--- src/sv/cle_pkg.sv ---
package cle_pkg;

    // Line store geometry.
    localparam int LINE_DEPTH = 32;
    localparam int ADDR_W     = (LINE_DEPTH > 1) ? $clog2(LINE_DEPTH) : 1;
    localparam int LEN_W      = $clog2(LINE_DEPTH + 1);

    // Destination codes of a result item.
    localparam logic [1:0] DEST_TERM = 2'd0;
    localparam logic [1:0] DEST_CMD  = 2'd1;
    localparam logic [1:0] DEST_END  = 2'd2;

    // Character codes.
    localparam logic [7:0] CH_ESC  = 8'h1b;
    localparam logic [7:0] CH_DEL  = 8'h7f;
    localparam logic [7:0] CH_CR   = 8'h0d;
    localparam logic [7:0] CH_LF   = 8'h0a;
    localparam logic [7:0] CH_LBR  = 8'h5b;
    localparam logic [7:0] CH_D    = 8'h44;
    localparam logic [7:0] CH_K    = 8'h4b;
    localparam logic [7:0] CH_GT   = 8'h3e;
    localparam logic [7:0] CH_SP   = 8'h20;
    localparam logic [7:0] CH_NUL  = 8'h00;

    // Final step numbers of the fixed byte sequences.
    localparam logic [2:0] BS_LAST   = 3'd5;
    localparam logic [2:0] CRLF_LAST = 3'd1;
    localparam logic [2:0] TAIL_LAST = 3'd2;

    // Sequencer states.
    typedef enum logic [2:0] {
        ST_IDLE,
        ST_ECHO,
        ST_BS,
        ST_CRLF,
        ST_CMD,
        ST_TAIL
    } ctl_state_t;

    // One result item offered by the sequencer to the output register.
    typedef struct packed {
        logic       valid;
        logic [1:0] dest;
        logic [7:0] data_byte;
        logic       last;
    } emit_t;

    // True for an ASCII letter, which ends an escape sequence.
    function automatic logic is_letter(logic [7:0] c);
        return ((c >= 8'h61) && (c <= 8'h7a)) || ((c >= 8'h41) && (c <= 8'h5a));
    endfunction

    // Cursor-left then erase-to-end-of-line.
    function automatic logic [7:0] bs_byte(logic [2:0] step);
        logic [7:0] b;
        case (step)
            3'd0:    b = CH_ESC;
            3'd1:    b = CH_LBR;
            3'd2:    b = CH_D;
            3'd3:    b = CH_ESC;
            3'd4:    b = CH_LBR;
            default: b = CH_K;
        endcase
        return b;
    endfunction

endpackage

--- src/sv/cle_rx_if.sv ---
interface cle_rx_if;
    logic       valid;
    logic       ready;
    logic [7:0] rx_byte;

    modport source (output valid, output rx_byte, input ready);
    modport sink   (input valid, input rx_byte, output ready);
endinterface

--- src/sv/cle_tx_if.sv ---
interface cle_tx_if;
    logic       valid;
    logic       ready;
    logic [1:0] dest;
    logic [7:0] data_byte;
    logic       last;

    modport source (output valid, output dest, output data_byte, output last, input ready);
    modport sink   (input valid, input dest, input data_byte, input last, output ready);
endinterface

--- src/sv/cle_ram.sv ---
module cle_ram #(
    parameter int WIDTH = 8,
    parameter int DEPTH = 32
) (
    input  logic                                         clk,
    input  logic                                         we,
    input  logic [((DEPTH > 1) ? $clog2(DEPTH) : 1)-1:0] waddr,
    input  logic [WIDTH-1:0]                             wdata,
    input  logic [((DEPTH > 1) ? $clog2(DEPTH) : 1)-1:0] raddr,
    output logic [WIDTH-1:0]                             rdata
);

    logic [WIDTH-1:0] mem [DEPTH];

    // Single write port.
    always_ff @(posedge clk)
    begin
        if (we)
        begin
            mem[waddr] <= wdata;
        end
    end

    // Registered read port.
    always_ff @(posedge clk)
    begin
        rdata <= mem[raddr];
    end

endmodule

--- src/sv/cle_ctrl.sv ---
module cle_ctrl (
    input  logic                        clk,
    input  logic                        rst_n,
    cle_rx_if.sink                      rx,
    input  logic                        slot_free,
    output cle_pkg::emit_t              emit,
    output logic                        ram_we,
    output logic [cle_pkg::ADDR_W-1:0]  ram_waddr,
    output logic [7:0]                  ram_wdata,
    output logic [cle_pkg::ADDR_W-1:0]  ram_raddr,
    input  logic [7:0]                  ram_rdata
);

    cle_pkg::ctl_state_t            state_reg, state_next;
    logic [2:0]                     step_reg, step_next;
    logic [cle_pkg::LEN_W-1:0]      len_reg, len_next;
    logic [cle_pkg::LEN_W-1:0]      idx_reg, idx_next;
    logic                           esc_reg, esc_next;
    logic [7:0]                     echo_reg, echo_next;

    // Control state.
    always_ff @(posedge clk or negedge rst_n)
    begin
        if (!rst_n)
        begin
            state_reg <= cle_pkg::ST_IDLE;
            step_reg  <= '0;
            len_reg   <= '0;
            idx_reg   <= '0;
            esc_reg   <= 1'b0;
        end
        else
        begin
            state_reg <= state_next;
            step_reg  <= step_next;
            len_reg   <= len_next;
            idx_reg   <= idx_next;
            esc_reg   <= esc_next;
        end
    end

    // The byte to be echoed needs no reset.
    always_ff @(posedge clk)
    begin
        echo_reg <= echo_next;
    end

    // Sequencer: decodes an item in idle, then steps through its results one per free slot.
    always_comb
    begin
        state_next = state_reg;
        step_next  = step_reg;
        len_next   = len_reg;
        idx_next   = idx_reg;
        esc_next   = esc_reg;
        echo_next  = echo_reg;
        emit       = '0;
        ram_we     = 1'b0;
        ram_waddr  = len_reg[cle_pkg::ADDR_W-1:0];
        ram_wdata  = rx.rx_byte;
        rx.ready   = (state_reg == cle_pkg::ST_IDLE);

        case (state_reg)
            cle_pkg::ST_IDLE:
            begin
                if (rx.valid)
                begin
                    step_next = '0;
                    if (esc_reg)
                    begin
                        if (cle_pkg::is_letter(rx.rx_byte))
                        begin
                            esc_next = 1'b0;
                        end
                    end
                    else if (rx.rx_byte == cle_pkg::CH_CR)
                    begin
                        state_next = cle_pkg::ST_CRLF;
                    end
                    else if (rx.rx_byte == cle_pkg::CH_DEL)
                    begin
                        if (len_reg != '0)
                        begin
                            len_next   = len_reg - 1'b1;
                            state_next = cle_pkg::ST_BS;
                        end
                    end
                    else if (rx.rx_byte == cle_pkg::CH_ESC)
                    begin
                        esc_next = 1'b1;
                    end
                    else if (len_reg < cle_pkg::LEN_W'(cle_pkg::LINE_DEPTH))
                    begin
                        ram_we     = 1'b1;
                        len_next   = len_reg + 1'b1;
                        echo_next  = rx.rx_byte;
                        state_next = cle_pkg::ST_ECHO;
                    end
                end
            end

            cle_pkg::ST_ECHO:
            begin
                if (slot_free)
                begin
                    emit       = '{1'b1, cle_pkg::DEST_TERM, echo_reg, 1'b1};
                    state_next = cle_pkg::ST_IDLE;
                end
            end

            cle_pkg::ST_BS:
            begin
                if (slot_free)
                begin
                    emit = '{1'b1, cle_pkg::DEST_TERM, cle_pkg::bs_byte(step_reg),
                             step_reg == cle_pkg::BS_LAST};
                    step_next = step_reg + 1'b1;
                    if (step_reg == cle_pkg::BS_LAST)
                    begin
                        state_next = cle_pkg::ST_IDLE;
                    end
                end
            end

            cle_pkg::ST_CRLF:
            begin
                // Start the store read at the first entry.
                idx_next = '0;
                if (slot_free)
                begin
                    emit = '{1'b1, cle_pkg::DEST_TERM,
                             (step_reg == '0) ? cle_pkg::CH_CR : cle_pkg::CH_LF, 1'b0};
                    step_next = step_reg + 1'b1;
                    if (step_reg == cle_pkg::CRLF_LAST)
                    begin
                        step_next  = '0;
                        state_next = cle_pkg::ST_CMD;
                    end
                end
            end

            cle_pkg::ST_CMD:
            begin
                // The command ends at the line length or at the first stored zero byte.
                if ((idx_reg >= len_reg) || (ram_rdata == cle_pkg::CH_NUL))
                begin
                    len_next   = '0;
                    state_next = cle_pkg::ST_TAIL;
                end
                else if (slot_free)
                begin
                    emit     = '{1'b1, cle_pkg::DEST_CMD, ram_rdata, 1'b0};
                    idx_next = idx_reg + 1'b1;
                end
            end

            cle_pkg::ST_TAIL:
            begin
                if (slot_free)
                begin
                    case (step_reg)
                        3'd0:    emit = '{1'b1, cle_pkg::DEST_END, cle_pkg::CH_NUL, 1'b0};
                        3'd1:    emit = '{1'b1, cle_pkg::DEST_TERM, cle_pkg::CH_GT, 1'b0};
                        default: emit = '{1'b1, cle_pkg::DEST_TERM, cle_pkg::CH_SP, 1'b1};
                    endcase
                    step_next = step_reg + 1'b1;
                    if (step_reg == cle_pkg::TAIL_LAST)
                    begin
                        state_next = cle_pkg::ST_IDLE;
                    end
                end
            end

            default:
            begin
                state_next = cle_pkg::ST_IDLE;
            end
        endcase

        // The read address follows the next index, so data lines up with idx_reg.
        ram_raddr = idx_next[cle_pkg::ADDR_W-1:0];
    end

    // The line never grows beyond the store.
    a_len_bound: assert property (@(posedge clk) disable iff (!rst_n)
        len_reg <= cle_pkg::LEN_W'(cle_pkg::LINE_DEPTH))
        else $error("line length beyond store depth");

    // A command byte is only read from a written entry.
    a_cmd_in_line: assert property (@(posedge clk) disable iff (!rst_n)
        (emit.valid && (emit.dest == cle_pkg::DEST_CMD)) |-> (idx_reg < len_reg))
        else $error("command byte read beyond line length");

    // The final result of an item returns the sequencer to idle.
    a_last_idle: assert property (@(posedge clk) disable iff (!rst_n)
        (emit.valid && emit.last) |=> (state_reg == cle_pkg::ST_IDLE))
        else $error("sequencer not idle after final result");

    // The line is already cleared while the prompt goes out.
    a_tail_clear: assert property (@(posedge clk) disable iff (!rst_n)
        (state_reg == cle_pkg::ST_TAIL) |-> (len_reg == '0))
        else $error("line not cleared after carriage return");

    // Results are only offered into a free output slot.
    a_slot: assert property (@(posedge clk) disable iff (!rst_n)
        emit.valid |-> slot_free)
        else $error("result offered into a busy output register");

endmodule

--- src/sv/console_line_editor_top.sv ---
// Console line editor.
//
// The rx channel carries one terminal byte per item; the tx channel carries the
// result items: a byte for the terminal, a command byte or the command end
// marker, with last set on the final result that an input item causes.
// Both channels use a valid/ready handshake; an item moves when both are high.
//
// The block works on one input item at a time: rx.ready is high only while the
// sequencer is idle. An accepted byte is stored and passes through the echo
// state into the output register for tx; the sequencer is then idle again and
// can take the next item. Backspace gives six results, one per cycle while the
// output register is free. A carriage return gives n + 5 results for a command
// of n bytes: the line store is read one entry per cycle through its registered
// read port while the output register is free, the first read being started
// with the line feed, and the end of the line is seen in a step with no result.
// Escapes, an empty-line backspace and a byte into a full line give no result
// and leave the sequencer idle.
// A result waits in the output register while tx.ready is low; the sequencer
// then holds its place. Reset clears the line length and the escape flag; the
// line store itself holds no reset value and is only read where written.
module console_line_editor_top (
    input  logic      clk,
    input  logic      rst_n,
    cle_rx_if.sink    rx,
    cle_tx_if.source  tx
);

    cle_pkg::emit_t                 emit;
    logic                           slot_free;
    logic                           ram_we;
    logic [cle_pkg::ADDR_W-1:0]     ram_waddr;
    logic [7:0]                     ram_wdata;
    logic [cle_pkg::ADDR_W-1:0]     ram_raddr;
    logic [7:0]                     ram_rdata;

    logic                           out_valid_reg, out_valid_next;
    logic [1:0]                     out_dest_reg;
    logic [7:0]                     out_data_reg;
    logic                           out_last_reg;

    cle_ctrl u_ctrl (
        .clk       (clk),
        .rst_n     (rst_n),
        .rx        (rx),
        .slot_free (slot_free),
        .emit      (emit),
        .ram_we    (ram_we),
        .ram_waddr (ram_waddr),
        .ram_wdata (ram_wdata),
        .ram_raddr (ram_raddr),
        .ram_rdata (ram_rdata)
    );

    cle_ram #(
        .WIDTH (8),
        .DEPTH (cle_pkg::LINE_DEPTH)
    ) u_line_store (
        .clk   (clk),
        .we    (ram_we),
        .waddr (ram_waddr),
        .wdata (ram_wdata),
        .raddr (ram_raddr),
        .rdata (ram_rdata)
    );

    // The output register is free when empty or when its item leaves this cycle.
    assign slot_free = !out_valid_reg || tx.ready;

    always_comb
    begin
        out_valid_next = out_valid_reg;
        if (emit.valid)
        begin
            out_valid_next = 1'b1;
        end
        else if (tx.ready)
        begin
            out_valid_next = 1'b0;
        end
    end

    always_ff @(posedge clk or negedge rst_n)
    begin
        if (!rst_n)
        begin
            out_valid_reg <= 1'b0;
        end
        else
        begin
            out_valid_reg <= out_valid_next;
        end
    end

    // Payload of the output register.
    always_ff @(posedge clk)
    begin
        if (emit.valid)
        begin
            out_dest_reg <= emit.dest;
            out_data_reg <= emit.data_byte;
            out_last_reg <= emit.last;
        end
    end

    assign tx.valid     = out_valid_reg;
    assign tx.dest      = out_dest_reg;
    assign tx.data_byte = out_data_reg;
    assign tx.last      = out_last_reg;

endmodule

--- src/flat_wrapper.sv ---
// flat-port wrapper written by rule: the top's interface ports become plain ports
module console_line_editor_top_flat 
  (clk, rst_n, rx_valid, rx_rx_byte, rx_ready, tx_valid, tx_dest, tx_data_byte, tx_last, tx_ready);
  cle_rx_if rx_i ();
  cle_tx_if tx_i ();
  input  logic clk;
  input  logic rst_n;
  input wire logic [$bits(rx_i.valid)-1:0] rx_valid;
  input wire logic [$bits(rx_i.rx_byte)-1:0] rx_rx_byte;
  output wire logic [$bits(rx_i.ready)-1:0] rx_ready;
  output wire logic [$bits(tx_i.valid)-1:0] tx_valid;
  output wire logic [$bits(tx_i.dest)-1:0] tx_dest;
  output wire logic [$bits(tx_i.data_byte)-1:0] tx_data_byte;
  output wire logic [$bits(tx_i.last)-1:0] tx_last;
  input wire logic [$bits(tx_i.ready)-1:0] tx_ready;
  assign rx_i.valid = rx_valid;
  assign rx_i.rx_byte = rx_rx_byte;
  assign rx_ready = rx_i.ready;
  assign tx_valid = tx_i.valid;
  assign tx_dest = tx_i.dest;
  assign tx_data_byte = tx_i.data_byte;
  assign tx_last = tx_i.last;
  assign tx_i.ready = tx_ready;
  console_line_editor_top u_core (.clk(clk), .rst_n(rst_n), .rx(rx_i), .tx(tx_i));
endmodule
--- config.mk ---
export PLATFORM = sky130hd
export DESIGN_NAME = console_line_editor_top_flat
export DESIGN_NICKNAME = d
export VERILOG_FILES = /design/src/sv/cle_pkg.sv /design/src/sv/cle_rx_if.sv /design/src/sv/cle_tx_if.sv /design/src/sv/cle_ram.sv /design/src/sv/cle_ctrl.sv /design/src/sv/console_line_editor_top.sv /design/src/flat_wrapper.sv
export SDC_FILE = /design/constraint.sdc
export NUM_CORES = 1
export LEC_CHECK = 0
export BUFFER_PORTS_ARGS = -buffer_cell sky130_fd_sc_hd__buf_2
export CORE_MARGIN = 4
export CORE_UTILIZATION = 65
export DETAILED_ROUTE_END_ITERATION = 10
export PLACE_DENSITY = 0.82
export SYNTH_ARGS = -nofsm -noshare
export SYNTH_HDL_FRONTEND = slang
export SYNTH_SLANG_ARGS = --single-unit
--- constraint.sdc ---
create_clock -name clk -period 6.9 [get_ports clk]
set_clock_uncertainty 0.15 [all_clocks]
set_input_delay 1.38 -clock clk [delete_from_list [all_inputs] [get_ports clk]]
set_output_delay 1.38 -clock clk [all_outputs]
set_load 0.02 [all_outputs]
== After elaboration in Yosys (flattened, before gate mapping) ==
Memories as Yosys holds them, arrays and structs flattened. A register that Yosys moved wholly into a read port is not among the register bits.
Cells that the tools add are included.
Widths: inputs -> output; s select.

* $add $sub $neg: 4
* Order comparisons: 6
* Equal/unequal tests: 33
* Multiplexer cells: 59
* Bitwise gates (word level): 4
* Reductions and logical operators: 23

{| class="wikitable"
|+ Operators with widths
! cell !! count
|-
| $mux 12 || 6
|-
| $mux 3 || 20
|-
| $mux 6 || 10
|-
| $pmux 12 s5 || 1
|-
| $pmux 6 s2 || 2
|-
| $pmux 11 s2 || 1
|-
| $pmux 7 s3 || 1
|-
| $pmux 3 s6 || 1
|-
| $ge 8x7->1 const B || 2
|-
| $le 8x7->1 const B || 2
|-
| $mux 1 || 16
|-
| $ne 2x2->1 const B || 8
|-
| $reduce_and 13->1 || 1
|-
| $add 6x1->6 const B || 2
|-
| $eq 3x2->1 const B || 4
|-
| $eq 3x3->1 const B || 4
|-
| $ne 2x1->1 const B || 6
|-
| $pmux 3 s3 || 1
|-
| $eq 8x4->1 const B || 1
|-
| $eq 8x5->1 const B || 1
|-
| $eq 8x7->1 const B || 1
|-
| $logic_not 8->1 || 1
|-
| $reduce_and 8->1 || 1
|-
| $reduce_and 7->1 || 1
|-
| 23 further kinds || 35
|}

* Bits in registers: 39
* Memory bits (writable): 256
* Input bits: 12
* Output and inout port bits: 13
* Word-level logic and storage cells: 141
* Memories kept: 1

{| class="wikitable"
|+ Memory list
! name !! words !! bits a word !! read ports !! clocked after Yosys merged registers in !! write ports !! line !! RTL
|-
| u_core.u_line_store.mem || 32 || 8 || 1 || 1 || 1 || cle_ram.sv:13 || <nowiki>logic [WIDTH-1:0] mem [DEPTH];</nowiki>
|}

== Longest topological paths before layout ==
* Word-level depth: 10
* Gate-level depth with buffers: 15
* Gate-level depth less buffers: 12

== Cells and area by module ==
From an unflattened synthesis, not the netlist that was laid out.

* Cell total of the unflattened synthesis: 700
* Area total of the unflattened synthesis: 12,769.7 um^2

{| class="wikitable"
|+ By module, submodules not included
! module !! instances !! cells an instance !! area an instance (um^2) !! seq. area each (um^2)
|-
| cle_ram || 1 || 417 || 10,053.4 || 7,847.5
|-
| cle_ctrl || 1 || 269 || 2,338.5 || 715.7
|-
| console_line_editor_top || 1 || 14 || 377.9 || 355.3
|}

== Worst setup path after synthesis ==
Ideal clock, no wire load.

* Kind: input to register
* From: input rx_rx_byte[0]
* To: memory u_core.u_line_store.mem[11][0] (enable)
* Setup time: 0.370 ns
* Data arrival time: 3.424 ns
* Data required time: 6.380 ns
* Slack: 2.956 ns
* Stages on the path: 7
* Buffers on the path: 0
* Cells stage by stage: nor4b_1 > and4_1 > nor2_1 > nand2_1 > nor3_1 > nand3_1 > nor2_1

* Cells in the longest elaborated chain, start to end: 9
* Elaborated cells between the ends (all ways): 11
* Those cells by class: 3 x eq/ne; 8 x mux

{| class="wikitable"
|+ RTL lines
! item !! line !! RTL
|-
| start, declared || flat_wrapper.sv:9 || <nowiki>input wire logic [$bits(rx_i.rx_byte)-1:0] rx_rx_byte;</nowiki>
|-
| $eq 8x5->1 || cle_ctrl.sv:88 || <nowiki>else if (rx.rx_byte == cle_pkg::CH_ESC)</nowiki>
|-
| $mux 1 || cle_ctrl.sv:88 ||
|-
| $mux 1 || cle_ctrl.sv:80 || <nowiki>else if (rx.rx_byte == cle_pkg::CH_DEL)</nowiki>
|-
| $mux 1 (*) || cle_ctrl.sv:76 || <nowiki>else if (rx.rx_byte == cle_pkg::CH_CR)</nowiki>
|-
| $mux 1 (*) || cle_ctrl.sv:69 || <nowiki>if (esc_reg)</nowiki>
|-
| $mux 1 (*) || cle_ctrl.sv:66 || <nowiki>if (rx.valid)</nowiki>
|-
| $mux 1 (*) || cle_ctrl.sv:63 || <nowiki>case (state_reg)</nowiki>
|-
| $mux 1 (*) || cle_ram.sv:18 || <nowiki>if (we)</nowiki>
|-
| $mux 1 (not written as such) (*) || cle_ram.sv:20 || <nowiki>mem[waddr] <= wdata;</nowiki>
|-
| end, declared || cle_ram.sv:13 ||
|}

Every way passes the cells marked *; elsewhere a longest branch is shown, timed or not.

== Worst setup path after layout ==
* From: register u_core.u_ctrl.len_reg[3] (netlist name)
* To: register u_core.u_line_store.rdata[7], read port of u_core.u_line_store.mem

* Cells in the longest elaborated chain, start to end: 4

{| class="wikitable"
|+ RTL lines
! item !! line !! RTL
|-
| start, declared || cle_ctrl.sv:16 || <nowiki>logic [cle_pkg::LEN_W-1:0] len_reg, len_next;</nowiki>
|-
| start signal, assigned || cle_ctrl.sv:36 || <nowiki>len_reg <= len_next;</nowiki>
|-
| $ge 6x6->1 || cle_ctrl.sv:145 || <nowiki>if ((idx_reg >= len_reg) || (ram_rdata == cle_pkg::CH_NUL))</nowiki>
|-
| $logic_or 1x1->1 || cle_ctrl.sv:145 ||
|-
| $mux 6 || cle_ctrl.sv:145 ||
|-
| $pmux 6 s2 || cle_ctrl.sv:63 ||
|-
| end, declared || cle_ram.sv:10 || <nowiki>output logic [WIDTH-1:0] rdata</nowiki>
|}

No other way between the ends. The select of a mux whose other input is x is not followed.
A chain may end at the register's enable or synchronous reset.

==> impl_metrics.ini <==
[sta]
relSlewSlack_pct = 31.5
setup_violations = 0
hold_ws_ps = 369
worst_pin_slew_ps = 1020
period_share_pct = 68.2
maxSlewViolCount = 0
rsz0062_at_grt = no
fmax_ghz = 0.213
setup_tns_ps = 0
hold_viol = 0
final.min_clock_period_ps = 4700

[hold_path]
min_to = u_core.u_ctrl.idx_reg[5]
holdPathStages = 1
hp-class = register to register
min_from = u_core.u_ctrl.idx_reg[5]

[routing]
wl_per_cell_um = 24.8
drtPass1Iterations = 7
remaining_drc_errors = 0
wirelength_um = 31400
num_vias = 8379
antenna_left = 0
drt_iter0_drc = 1261
viasPerCell = 6.63

[synthesis]
ys.flop_type = edfxtp_1
yosys.area_share.simple_pct = 11.7
mappedNetlistArea_sq_um = 12900
muxShareOfSynthArea_pct = 4.67
synth-compound-area-share_pct = 9.18
synth_top_area_share_pct = 64.2
synthTopCellsByCount = 275 x edfxtp_1, 184 x nand2_1, 62 x nand3_1
ys_async_sr_fraction_pct = 6.60
yosys.area_share.adder_pct = 1.71
synth_edf_count = 275
synth_nets = 987
yosysMostFrequentCell = edfxtp_1
syn-instance-count = 958
avgSynthCellArea_sq_um = 13.4
synth-xor-area-share_pct = 0.272
ys_warn_count = 0
synthTopCellsByArea = edfxtp_1 64%, nand2_1 5.4%, mux2i_1 4.0%
yosysUniqueCellTypes = 62
synth_sequential_area_ratio_pct = 69.3
ys_ff_latch = 303
synth.largest_area_cell = edfxtp_1
synth_top_family_by_area = simple AND/OR/NAND/NOR gates

[clock_tree]
cts_tree = done
postCtsResizedCells = 0
cts_hold_buf = 0
clock_sinks = 303
clk_latency_ps = 560
cts-root-buf = clkbuf_16
cts_buffers = 29
clock_path_buffers = 3
clk_pin_slew_ps = 70
post_cts_buffers = 0
htreeDepth = 1

[setup_path]
arrival_ps = 5000
cp_data_required_time_ps = 7200
r2r_start = u_core.u_ctrl.len_reg[3]
crit_path_max_fanout = 68
setup.worst_path.class = register to register
startpoint = u_core.u_ctrl.len_reg[3]
endpoint_kind = register
cp-start-kind = register
reg2reg_to = u_core.u_line_store.rdata[7]
rrSetupSlack_ps = 2200
worstRegToRegCells = 13

[cells_and_area]
layout-area-overhead-vs-synth_pct = 9.42
drive_gt1_share_pct = 10.5
fin_nets = 1004
antennaDiodeCount = 0
largest_reg_flops = 256
fill_cells = 1222
final_area_sq_um = 14100
layout.cells.non_filler = 1263
regMostFlops = u_core.u_line_store.mem

[place]
port_buffers = 24
dp.cells = 1209
placed_area_sq_um = 13100
dp_hpwl_um = 19200
gp_congestion = 0.892

[grt]
grt_max_degree = 70
grt_overflow = 0
antenna_found_initial = 1
first_global_vias = 8126
grt_use_total_pct = 28.6
grt_first_pass_wirelength_um = 47600

[floorplan]
start_util_pct = 66.1
ios = 25
row_count = 51
die_w_um = 149
core_sq_um = 19500
die_area_sq_um = 22100
die_h_um = 149

[power]
ir_worst_vdd_uv = 261
p_leak_uw = 0.00507
p_per_area_nw_per_um2 = 416

[flow_run]
cap_violations = 0

[outcome]
status = completed
==> layout by cell type (no fill, tap or decap), types with 16 or more instances in the layout <==
| cell type | instances |
|---|---|
| edfxtp_1 | 275 |
| nand2_1 | 184 |
| nand3_1 | 62 |
| nor2_1 | 56 |
| mux2i_1 | 51 |
| a21oi_1 | 35 |
| clkbuf_16 | 29 |
| a31oi_1 | 27 |
| buf_2 | 24 |
| o21ai_0 | 23 |
| a32oi_1 | 22 |
| dfrtp_1 | 20 |
| inv_1 | 16 |
| ha_1 | 16 |
==> per-stage QoR <==
stage               utilization [%]  setup WS (ps)  total power, uW
global placement               67.1           1590             4090
finish                         72.3           2200             5850
CTS                            72.3           2270             5800
floorplan                         -           2960             3680
global route                   72.3           1990             6060
detailed placement             67.2           1900             4140
==> critical path: stages, from the launching register on <==
cell and delay, ps:
dfrtp_1 470, inv_1 180, ha_1 310, and3_1 220, a22oi_2 240, o211ai_2 200
o211ai_2 230, and2_4 670, inv_2 330, buf_4 450, a21oi_1 260, a22oi_1 110
mux4_2 530, o21a_1 200
==> cells by family (layout without fill, tap and decap cells) <==
group	Yosys count	in the layout
multiplexers	57	57
adder cells (fa/ha/maj)	17	17
buffers and inverters	68	108
flip-flops	303	303
AND/OR/NAND/NOR	342	342
XOR/XNOR	4	4
AO/OA/AOI/OAI	167	167
==> power by group <==
group	total, uW	leakage (uW)	internal [uW]	switching (uW)
clock network	1670	0.000492	993	675
registers	2290	0.00280	2170	118
logic	1890	0.00178	597	1300
==> per-layer routing <==
metal	routed length, um	GRT usage (%)	vias to the layer above
li1	-	-	3640
met1	11500	39.9	4008
met2	14700	44.7	631
met3	3920	7.53	100
met4	1190	9.70	0
met5	0	0	-
==> how the worst max path moves through the flow <==
| stage | end | depth (start not counted) |
|---|---|---|
| 2_1_floorplan | u_core.u_line_store.mem[11][0] | 7 |
| 3_3_place_gp | u_core.u_line_store.mem[0][0] | 11 |
| 3_5_place_dp | u_core.u_line_store.rdata[7] | 11 |
| 4_1_cts | u_core.u_line_store.rdata[7] | 13 |
| 5_1_grt | u_core.u_line_store.rdata[3] | 13 |
| 6_report | u_core.u_line_store.rdata[7] | 13 |
==> area by class of cell <==
type	count	area (sq um)	share of cell area, %
clock inverters	23	267	1.89
inverters	20	75.1	0.533
well taps	265	332	2.36
repair buffers	34	208	1.48
multi-input cells	587	3540	25.2
flip-flops and latches	303	8920	63.4
clock buffers	31	733	5.21
Note: power is estimated with default switching activity, not from simulation.
